<file path="config.mk">
export PLATFORM = sky130hd
export DESIGN_NAME = tilt_proportional_leg_drive
export DESIGN_NICKNAME = d
export VERILOG_FILES = /design/src/sv/tpld_pkg.sv /design/src/sv/tilt_proportional_leg_drive.sv /design/src/sv/tpld_ctrl.sv /design/src/sv/tpld_dp.sv
export SDC_FILE = /design/constraint.sdc
export NUM_CORES = 2
export LEC_CHECK = 0
export BUFFER_PORTS_ARGS = -buffer_cell sky130_fd_sc_hd__buf_2
export CORE_UTILIZATION = 46
export CTS_BUF_LIST = sky130_fd_sc_hd__clkbuf_4 sky130_fd_sc_hd__clkbuf_8 sky130_fd_sc_hd__clkbuf_16
export DETAILED_ROUTE_END_ITERATION = 8
export HOLD_SLACK_MARGIN = 0.05
export PLACE_DENSITY = 0.7
export SLEW_MARGIN = 20
export SYNTH_ARGS = -nofsm -noshare
export SYNTH_HDL_FRONTEND = slang
export SYNTH_HIERARCHICAL = 1
export SYNTH_SLANG_ARGS = --single-unit
</file>
<file path="constraint.sdc">
create_clock -name clk -period 18.5 [get_ports clk]
set_clock_uncertainty 0.2 [all_clocks]
set_input_delay 2.775 -clock clk [delete_from_list [all_inputs] [get_ports clk]]
set_output_delay 2.775 -clock clk [all_outputs]
set_load 0.01 [all_outputs]
</file>
<file path="src/sv/tpld_pkg.sv">
package tpld_pkg;

    localparam int LEG_COUNT = 6;
    localparam int LEG_W     = 3;
    localparam int DIV_STEPS = 8;
    localparam int STEP_W    = 3;
    localparam int TERM_W    = 33;
    localparam int ERR_W     = 34;
    localparam int MAG_W     = 33;
    localparam int REM_W     = MAG_W + 8;

    localparam logic [LEG_W-1:0] FIRST_LEG = 3'd2;
    localparam logic [LEG_W-1:0] LAST_IDX  = 3'd5;

    localparam logic [1:0] SET_A = 2'd0;
    localparam logic [1:0] SET_B = 2'd1;

    localparam logic [1:0] REG_ROLL_GAIN      = 2'd0;
    localparam logic [1:0] REG_PITCH_GAIN     = 2'd1;
    localparam logic [1:0] REG_ANGLE_DEADBAND = 2'd2;
    localparam logic [1:0] REG_MIN_NORMALIZER = 2'd3;

    localparam logic [15:0] ROLL_GAIN_RST      = 16'd625;
    localparam logic [15:0] PITCH_GAIN_RST     = 16'd849;
    localparam logic [14:0] ANGLE_DEADBAND_RST = 15'd256;
    localparam logic [15:0] MIN_NORMALIZER_RST = 16'd2560;

    typedef struct packed {
        logic [1:0]         leg_set;
        logic signed [15:0] roll_angle;
        logic signed [15:0] pitch_angle;
    } in_word_t;

    typedef struct packed {
        logic [2:0] leg_number;
        logic       bridge_in_first;
        logic       bridge_in_second;
        logic [7:0] duty;
        logic       last_leg;
    } out_word_t;

    typedef struct packed {
        logic             capture;
        logic             mul_roll;
        logic             mul_pitch;
        logic             norm_step;
        logic             div_load;
        logic             div_step;
        logic             out_load;
        logic [LEG_W-1:0] leg;
    } cmd_t;

    typedef struct packed {
        logic out_stall;
    } status_t;

    function automatic logic signed [ERR_W-1:0] leg_error(
        input logic [1:0]               set,
        input logic [LEG_W-1:0]         leg,
        input logic signed [TERM_W-1:0] rt,
        input logic signed [TERM_W-1:0] pt
    );
        logic signed [ERR_W-1:0] r;
        logic signed [ERR_W-1:0] p;
        logic signed [ERR_W-1:0] e;
        r = {rt[TERM_W-1], rt};
        p = {pt[TERM_W-1], pt};
        e = '0;
        case (set)
            SET_A:
            begin
                case (leg)
                    3'd0:    e = p - r;
                    3'd2:    e = -p - r;
                    3'd4:    e = r <<< 1;
                    default: e = '0;
                endcase
            end
            SET_B:
            begin
                case (leg)
                    3'd1:    e = -(r <<< 1);
                    3'd3:    e = p + r;
                    3'd5:    e = r - p;
                    default: e = '0;
                endcase
            end
            default: e = '0;
        endcase
        return e;
    endfunction

    function automatic logic [MAG_W-1:0] err_mag(input logic signed [ERR_W-1:0] e);
        logic signed [ERR_W-1:0] a;
        a = e[ERR_W-1] ? -e : e;
        return a[MAG_W-1:0];
    endfunction

endpackage

</file>
<file path="src/sv/tilt_proportional_leg_drive.sv">
// Takes one tilt sample at a time and returns six words, legs 2 through 7 in
// order, the last flagged by last_leg. For each sample the block accepts it,
// runs the roll and pitch terms in turn through the single shared 17x17
// multiplier, finds the normalizer over all legs, then for each leg forms the
// duty on the shared eight-step restoring divider and emits the word, waiting
// while the output stalls. in_ready is high only between samples; a finished
// word waits in the output register while the next leg is divided. Write
// configuration only while the block is idle.
module tilt_proportional_leg_drive (
    input  logic                clk,
    input  logic                rst_n,
    input  logic                cfg_write_en,
    input  logic [1:0]          cfg_index,
    input  logic [15:0]         cfg_data,
    input  logic                in_valid,
    output logic                in_ready,
    input  tpld_pkg::in_word_t  in_data,
    output logic                out_valid,
    input  logic                out_ready,
    output tpld_pkg::out_word_t out_data
);
    import tpld_pkg::*;

    cmd_t    cmd;
    status_t status;

    tpld_ctrl u_ctrl (
        .clk      (clk),
        .rst_n    (rst_n),
        .in_valid (in_valid),
        .in_ready (in_ready),
        .status   (status),
        .cmd      (cmd)
    );

    tpld_dp u_dp (
        .clk          (clk),
        .rst_n        (rst_n),
        .cfg_write_en (cfg_write_en),
        .cfg_index    (cfg_index),
        .cfg_data     (cfg_data),
        .in_data      (in_data),
        .cmd          (cmd),
        .status       (status),
        .out_valid    (out_valid),
        .out_ready    (out_ready),
        .out_data     (out_data)
    );

    a_busy_after_accept: assert property (@(posedge clk) disable iff (!rst_n)
        (in_valid && in_ready) |=> !in_ready)
        else $error("block ready right after taking a sample");

    a_last_is_leg7: assert property (@(posedge clk) disable iff (!rst_n)
        (out_valid && out_data.last_leg) |-> (out_data.leg_number == 3'd7))
        else $error("last word not on leg 7");

    a_bridge_exclusive: assert property (@(posedge clk) disable iff (!rst_n)
        out_valid |-> !(out_data.bridge_in_first && out_data.bridge_in_second))
        else $error("both bridge inputs high");

    a_drive_has_duty: assert property (@(posedge clk) disable iff (!rst_n)
        (out_valid && (out_data.bridge_in_first || out_data.bridge_in_second))
        |-> (out_data.duty != 8'd0))
        else $error("leg driven with zero duty");

endmodule

</file>
<file path="src/sv/tpld_ctrl.sv">
module tpld_ctrl (
    input  logic             clk,
    input  logic             rst_n,
    input  logic             in_valid,
    output logic             in_ready,
    input  tpld_pkg::status_t status,
    output tpld_pkg::cmd_t    cmd
);
    import tpld_pkg::*;

    typedef enum logic [2:0] {
        S_IDLE,
        S_MUL_ROLL,
        S_MUL_PITCH,
        S_NORM,
        S_DIV_LOAD,
        S_DIV,
        S_EMIT
    } state_t;

    state_t            state_reg, state_next;
    logic [LEG_W-1:0]  leg_reg, leg_next;
    logic [STEP_W-1:0] step_reg, step_next;

    assign in_ready = (state_reg == S_IDLE);

    always_comb
    begin
        state_next = state_reg;
        leg_next   = leg_reg;
        step_next  = step_reg;
        cmd        = '0;
        cmd.leg    = leg_reg;
        unique case (state_reg)
            S_IDLE:
            begin
                if (in_valid)
                begin
                    cmd.capture = 1'b1;
                    state_next  = S_MUL_ROLL;
                end
            end
            S_MUL_ROLL:
            begin
                cmd.mul_roll = 1'b1;
                state_next   = S_MUL_PITCH;
            end
            S_MUL_PITCH:
            begin
                cmd.mul_pitch = 1'b1;
                leg_next      = '0;
                state_next    = S_NORM;
            end
            S_NORM:
            begin
                cmd.norm_step = 1'b1;
                if (leg_reg == LAST_IDX)
                begin
                    leg_next   = '0;
                    state_next = S_DIV_LOAD;
                end
                else
                begin
                    leg_next = leg_reg + 3'd1;
                end
            end
            S_DIV_LOAD:
            begin
                cmd.div_load = 1'b1;
                step_next    = '0;
                state_next   = S_DIV;
            end
            S_DIV:
            begin
                cmd.div_step = 1'b1;
                step_next    = step_reg + 3'd1;
                if (step_reg == STEP_W'(DIV_STEPS - 1))
                begin
                    state_next = S_EMIT;
                end
            end
            S_EMIT:
            begin
                if (!status.out_stall)
                begin
                    cmd.out_load = 1'b1;
                    if (leg_reg == LAST_IDX)
                    begin
                        state_next = S_IDLE;
                    end
                    else
                    begin
                        leg_next   = leg_reg + 3'd1;
                        state_next = S_DIV_LOAD;
                    end
                end
            end
            default: state_next = S_IDLE;
        endcase
    end

    always_ff @(posedge clk or negedge rst_n)
    begin
        if (!rst_n)
        begin
            state_reg <= S_IDLE;
            leg_reg   <= '0;
            step_reg  <= '0;
        end
        else
        begin
            state_reg <= state_next;
            leg_reg   <= leg_next;
            step_reg  <= step_next;
        end
    end

endmodule

</file>
<file path="src/sv/tpld_dp.sv">
module tpld_dp (
    input  logic                clk,
    input  logic                rst_n,
    input  logic                cfg_write_en,
    input  logic [1:0]          cfg_index,
    input  logic [15:0]         cfg_data,
    input  tpld_pkg::in_word_t  in_data,
    input  tpld_pkg::cmd_t      cmd,
    output tpld_pkg::status_t   status,
    output logic                out_valid,
    input  logic                out_ready,
    output tpld_pkg::out_word_t out_data
);
    import tpld_pkg::*;

    logic [15:0] roll_gain_reg;
    logic [15:0] pitch_gain_reg;
    logic [14:0] deadband_reg;
    logic [15:0] min_norm_reg;

    in_word_t                 sample_reg;
    logic signed [TERM_W-1:0] rt_reg;
    logic signed [TERM_W-1:0] pt_reg;
    logic [MAG_W-1:0]         norm_reg;
    logic [REM_W-1:0]         rem_reg;
    logic [REM_W-1:0]         dvs_reg;
    logic [7:0]               quo_reg;
    logic                     pos_reg;
    logic [7:0]               held_reg [LEG_COUNT];
    logic                     out_valid_reg;
    out_word_t                out_reg;

    logic signed [15:0]       angle_sel;
    logic [16:0]              angle_mag;
    logic signed [16:0]       mul_a;
    logic signed [16:0]       mul_b;
    logic signed [33:0]       prod;
    logic signed [ERR_W-1:0]  leg_err;
    logic [MAG_W-1:0]         leg_mag;
    logic [7:0]               duty_new;

    always_comb
    begin
        angle_sel = cmd.mul_pitch ? sample_reg.pitch_angle : sample_reg.roll_angle;
        angle_mag = angle_sel[15] ? 17'(-{angle_sel[15], angle_sel})
                                  : {1'b0, angle_sel};
        mul_a     = (angle_mag < {2'b00, deadband_reg}) ? '0 : {angle_sel[15], angle_sel};
        mul_b     = {1'b0, cmd.mul_pitch ? pitch_gain_reg : roll_gain_reg};
        prod      = mul_a * mul_b;
        leg_err   = leg_error(sample_reg.leg_set, cmd.leg, rt_reg, pt_reg);
        leg_mag   = err_mag(leg_err);
        duty_new  = (norm_reg == '0) ? 8'd0 : quo_reg;
    end

    assign status.out_stall = out_valid_reg && !out_ready;
    assign out_valid        = out_valid_reg;
    assign out_data         = out_reg;

    always_ff @(posedge clk or negedge rst_n)
    begin
        if (!rst_n)
        begin
            roll_gain_reg  <= ROLL_GAIN_RST;
            pitch_gain_reg <= PITCH_GAIN_RST;
            deadband_reg   <= ANGLE_DEADBAND_RST;
            min_norm_reg   <= MIN_NORMALIZER_RST;
        end
        else if (cfg_write_en)
        begin
            unique case (cfg_index)
                REG_ROLL_GAIN:      roll_gain_reg  <= cfg_data;
                REG_PITCH_GAIN:     pitch_gain_reg <= cfg_data;
                REG_ANGLE_DEADBAND: deadband_reg   <= cfg_data[14:0];
                REG_MIN_NORMALIZER: min_norm_reg   <= cfg_data;
                default:            ;
            endcase
        end
    end

    always_ff @(posedge clk)
    begin
        if (cmd.capture)
        begin
            sample_reg <= in_data;
        end
        if (cmd.mul_roll)
        begin
            rt_reg <= prod[TERM_W-1:0];
        end
        if (cmd.mul_pitch)
        begin
            pt_reg   <= prod[TERM_W-1:0];
            norm_reg <= {9'd0, min_norm_reg, 8'd0};
        end
        if (cmd.norm_step && (leg_mag > norm_reg))
        begin
            norm_reg <= leg_mag;
        end
        if (cmd.div_load)
        begin
            rem_reg <= {leg_mag, 8'd0} - {8'd0, leg_mag};
            dvs_reg <= {1'b0, norm_reg, 7'd0};
            quo_reg <= '0;
            pos_reg <= !leg_err[ERR_W-1] && (leg_err != '0);
        end
        if (cmd.div_step)
        begin
            if (rem_reg >= dvs_reg)
            begin
                rem_reg <= rem_reg - dvs_reg;
                quo_reg <= {quo_reg[6:0], 1'b1};
            end
            else
            begin
                quo_reg <= {quo_reg[6:0], 1'b0};
            end
            dvs_reg <= dvs_reg >> 1;
        end
        if (cmd.out_load)
        begin
            out_reg.leg_number <= cmd.leg + FIRST_LEG;
            out_reg.last_leg   <= (cmd.leg == LAST_IDX);
            if (duty_new == 8'd0)
            begin
                out_reg.duty             <= held_reg[cmd.leg];
                out_reg.bridge_in_first  <= 1'b0;
                out_reg.bridge_in_second <= 1'b0;
            end
            else
            begin
                out_reg.duty             <= duty_new;
                out_reg.bridge_in_first  <= !pos_reg;
                out_reg.bridge_in_second <= pos_reg;
            end
        end
    end

    always_ff @(posedge clk or negedge rst_n)
    begin
        if (!rst_n)
        begin
            out_valid_reg <= 1'b0;
            for (int i = 0; i < LEG_COUNT; i++)
            begin
                held_reg[i] <= '0;
            end
        end
        else
        begin
            if (cmd.out_load)
            begin
                out_valid_reg <= 1'b1;
                if (duty_new != 8'd0)
                begin
                    held_reg[cmd.leg] <= duty_new;
                end
            end
            else if (out_ready)
            begin
                out_valid_reg <= 1'b0;
            end
        end
    end

endmodule
</file>
==> results_tabular.tex <==
\begin{tabular}{lr}
\hline
Metric & Value \\
\hline
\multicolumn{2}{l}{\textbf{Clock network}} \\
\quad Deepest clock path buffer count & 3 \\
\quad Root buffer cell & clkbuf\_16 \\
\quad Max H-tree Level & 2 \\
\quad Number of buffers created by CTS & 43 \\
\quad Number of post-CTS setup repair buffers & 0 \\
\quad Clock transition at the registers of the reported paths & 50 ps \\
\quad Hold buffer count at CTS & 0 \\
\quad Post-cts repair resize count & 0 \\
\quad CTS tree & yes \\
\quad Clk\_lat worst skew & 610 ps \\
\quad Num Clock Sinks & 358 \\
\multicolumn{2}{l}{\textbf{Run}} \\
\quad MaxCap Viol Count & 0 \\
\multicolumn{2}{l}{\textbf{Setup path}} \\
\quad Crit-path max FO & 45 \\
\quad Timing startpoint of the critical path & u\_ctrl/state\_reg[0] \\
\quad Delay of the slowest critical-path stage & 840 ps \\
\quad Worst path required time & 18,610 ps \\
\quad Critical path's slowest cell & and3b\_1 \\
\quad Crit path arrival time & 13,630 ps \\
\quad R2r startpoint & u\_ctrl/state\_reg[0] \\
\quad Reg2Reg Depth & 46 \\
\quad FF-to-FF setup slack & 4980 ps \\
\quad Most prevalent standard cell on the critical path & o21a\_1 \\
\quad Worst Path Class, Setup & register to register \\
\quad Kind of end point of the critical path & register \\
\quad Endpoint of the lowest-slack register-to-register path & u\_dp/pt\_reg[32] \\
\quad Crit start category & register \\
\multicolumn{2}{l}{\textbf{Synthesis}} \\
\quad Number of different library cells in the post-synthesis netlist & 117 \\
\quad Nets in the synthesized netlist & 5,038 \\
\quad Synthesized instance count & 4,374 \\
\quad Most frequently used flop master after synthesis & edfxtp\_1 \\
\quad Syn Area/Cell & 8.86 um2 \\
\quad Number of register bits inferred by synthesis & 358 \\
\quad Number of enable flip-flop cells after synthesis & 196 \\
\quad Count of synthesis-stage warnings from yosys & 6 \\
\quad Async set or reset register ratio after synthesis & 33.8\% \\
\quad Fraction of the yosys area taken by sequential cells & 25.2\% \\
\quad Area of the mapped netlist & 38,700 um2 \\
\multicolumn{2}{l}{\textbf{Floorplanning}} \\
\quad Number of rows created at floorplan & 106 \\
\quad Floorplan die area & 85,400 um2 \\
\quad Top-level port count & 73 \\
\quad Chip height & 292 um \\
\quad Core Box Area & 83,400 um2 \\
\quad Die width & 292 um \\
\quad Starting utilization of the core area & 46.4\% \\
\multicolumn{2}{l}{\textbf{Drt}} \\
\quad DRC & 0 \\
\quad Detailed-routing iteration count for the pre-antenna-repair pass & 9 \\
\quad Highest Signal Layer & met4 \\
\quad Average wire length per cell after detail routing & 20.8 um \\
\quad Met3 wirelength from detailed routing & 7.80 mm \\
\quad Detailed-route via count & 32,400 \\
\quad Detailed Route Iter0 Violations & 2,597 \\
\quad Wire length the detailed router placed on met1 & 47.8 mm \\
\quad Routed via count divided by cell count & 5.88 \\
\quad Detailed-route wire length & 115 mm \\
\quad Length of routed met2 wiring & 54.6 mm \\
\quad DRT antenna net count & 0 \\
\multicolumn{2}{l}{\textbf{Timing}} \\
\quad Final worst-path cycle share & 73.1\% \\
\quad Unrepaired setup endpoints after global routing & false \\
\quad Sum Neg Setup Slack & 0 ps \\
\quad Smallest hold slack & 277 ps \\
\quad Setup violations, final & 0 \\
\quad Worst-margin pin slew & 1140 ps \\
\quad F\_max & 74.0 MHz \\
\quad Number of hold-slack violations in the final timing report & 0 \\
\quad Worst relative slew slack & 23.7\% \\
\quad Shortest clock period the worst path allows after layout & 13,520 ps \\
\quad Final Max Tran Viols & 0 \\
\multicolumn{2}{l}{\textbf{Min path}} \\
\quad Hold crit path type & register to register \\
\quad Worst min-delay path endpoint & u\_dp/held\_reg[15] \\
\quad Source of the worst hold timing path & u\_dp/held\_reg[15] \\
\quad Cells on Worst Hold Path & 2 \\
\multicolumn{2}{l}{\textbf{Layout}} \\
\quad Commonest non-fill, non-tap cells in the layout & inv\_1 (591), nand2\_1 (402), nor2\_1 (368) \\
\quad Number of flip-flops in the largest register & 48 \\
\quad Count of placed standard cells in the final layout, fillers left out & 5,518 \\
\quad Number of antenna repair diodes & 0 \\
\quad Leading cell type in the layout, fill and taps excluded & inv\_1 \\
\quad \# fillers & 7,883 \\
\quad Layout net count & 5,067 \\
\quad Fraction of final layout cells sized beyond drive strength 1 & 9.15\% \\
\quad Area growth from synthesis to layout & 7.94\% \\
\multicolumn{2}{l}{\textbf{Placed design}} \\
\quad Detailed placer's ending HPWL & 91.1 mm \\
\quad Routability cong. & 1.02 \\
\quad Port-buffer cells & 72 \\
\quad Placed Cells & 5,438 \\
\multicolumn{2}{l}{\textbf{GRT}} \\
\quad All-Layer GR Usage & 26.8\% \\
\quad Vias in the first global route & 31,900 \\
\quad Sum of overflow across all layers after global routing & 0 \\
\quad Initial antenna violation count & 0 \\
\quad Global-route wire length before repair & 180 mm \\
\quad Largest net degree at the start of global routing & 82 \\
\multicolumn{2}{l}{\textbf{Run status}} \\
\quad Run status & finished clean \\
\hline
\end{tabular}
==> critical path, delay by kind of cell, from the launching register on <==
kind | cells | cell delay [ps]
muxes | 1 | 490
adders and majority gates | 9 | 3730
buffers and inverters | 3 | 270
xor gates and xnor gates | 1 | 150
and+or+nand+nor | 5 | 2190
AOI/OAI and AO/OA | 27 | 5550
DFF | 1 | 540
==> metrics by stage <==
stage	setup slack (ps)	instance area [um2]	util (%)
finish	4980	41800	50.1
global route	3860	41800	50.1
CTS	5010	41800	50.1
detailed placement	5100	40300	48.3
global placement	5360	40300	48.3
floorplan	5840	38700	-
==> per-layer routing <==
metal	track usage (%)	up-vias
met5	0	-
li1	-	15200
met2	44.6	1134
met3	3.96	244
met1	35.0	15900
met4	10.2	0
==> how the worst max path moves through the flow <==
stage	to	slack, ps	cells after the start
after global placement	u_dp/pt_reg[32]	5360	46
after floorplan	u_dp/pt_reg[32]	5840	51
final	u_dp/pt_reg[32]	4980	46
after CTS	u_dp/pt_reg[32]	5010	46
after global routing	u_dp/pt_reg[32]	3860	46
after detailed placement	u_dp/pt_reg[32]	5100	46
==> logic make-up after synthesis <==
kind of cell,after synthesis,share of synthesized area [%]
AO/OA/AOI/OAI,939,16.0
adder cells (fa/ha/maj),608,24.9
XOR/XNOR,218,4.95
multiplexers,176,5.16
AND/OR/NAND/NOR,1336,16.6
flip-flops,358,25.2
buffers and inverters,739,7.33
==> synth_stat cells (all sizes together), types with 13 or more instances <==
cell type	number	area, um2
inv	594	2230
nand2	402	1510
nor2	372	1400
ha	338	4230
o21ai	277	1390
fa	269	5390
a21oi	206	1050
edfxtp	196	5890
xnor2	159	1400
clkbuf	109	409
dfrtp	108	2700
mux2	108	1220
nor3	104	547
nand3	97	495
mux2i	60	601
xor2	59	517
a21o	57	428
and3	44	275
o211ai	42	335
dfxtp	41	821
nand4	40	250
nor2b	39	251
nand2b	38	240
nor4	38	272
or3	38	243
a31oi	37	246
o21a	37	278
and2	36	229
buf	36	199
a211oi	35	293
o31ai	33	258
o21bai	27	206
nor3b	26	215
a211o	20	175
a21boi	17	131
a22oi	17	128
nand3b	16	120
or4	15	120
o41ai	14	149
dfstp	13	342
==> cell type report <==
| class | instances | area (um2) | share of cell area (%) |
|---|---|---|---|
| Timing Repair Buffer | 129 | 788 | 1.89 |
| Multi-Input combinational cell | 3277 | 26200 | 62.7 |
| Tap cell | 1080 | 1350 | 3.23 |
| Clock inverter | 25 | 300 | 0.718 |
| Clock buffer | 55 | 1170 | 2.80 |
| Sequential cell | 358 | 9750 | 23.3 |
| Inverter | 594 | 2230 | 5.33 |
Power is left out: the tool's default activity adds up to more than one toggle a clock period on the data nets, which glitch-free logic cannot reach.
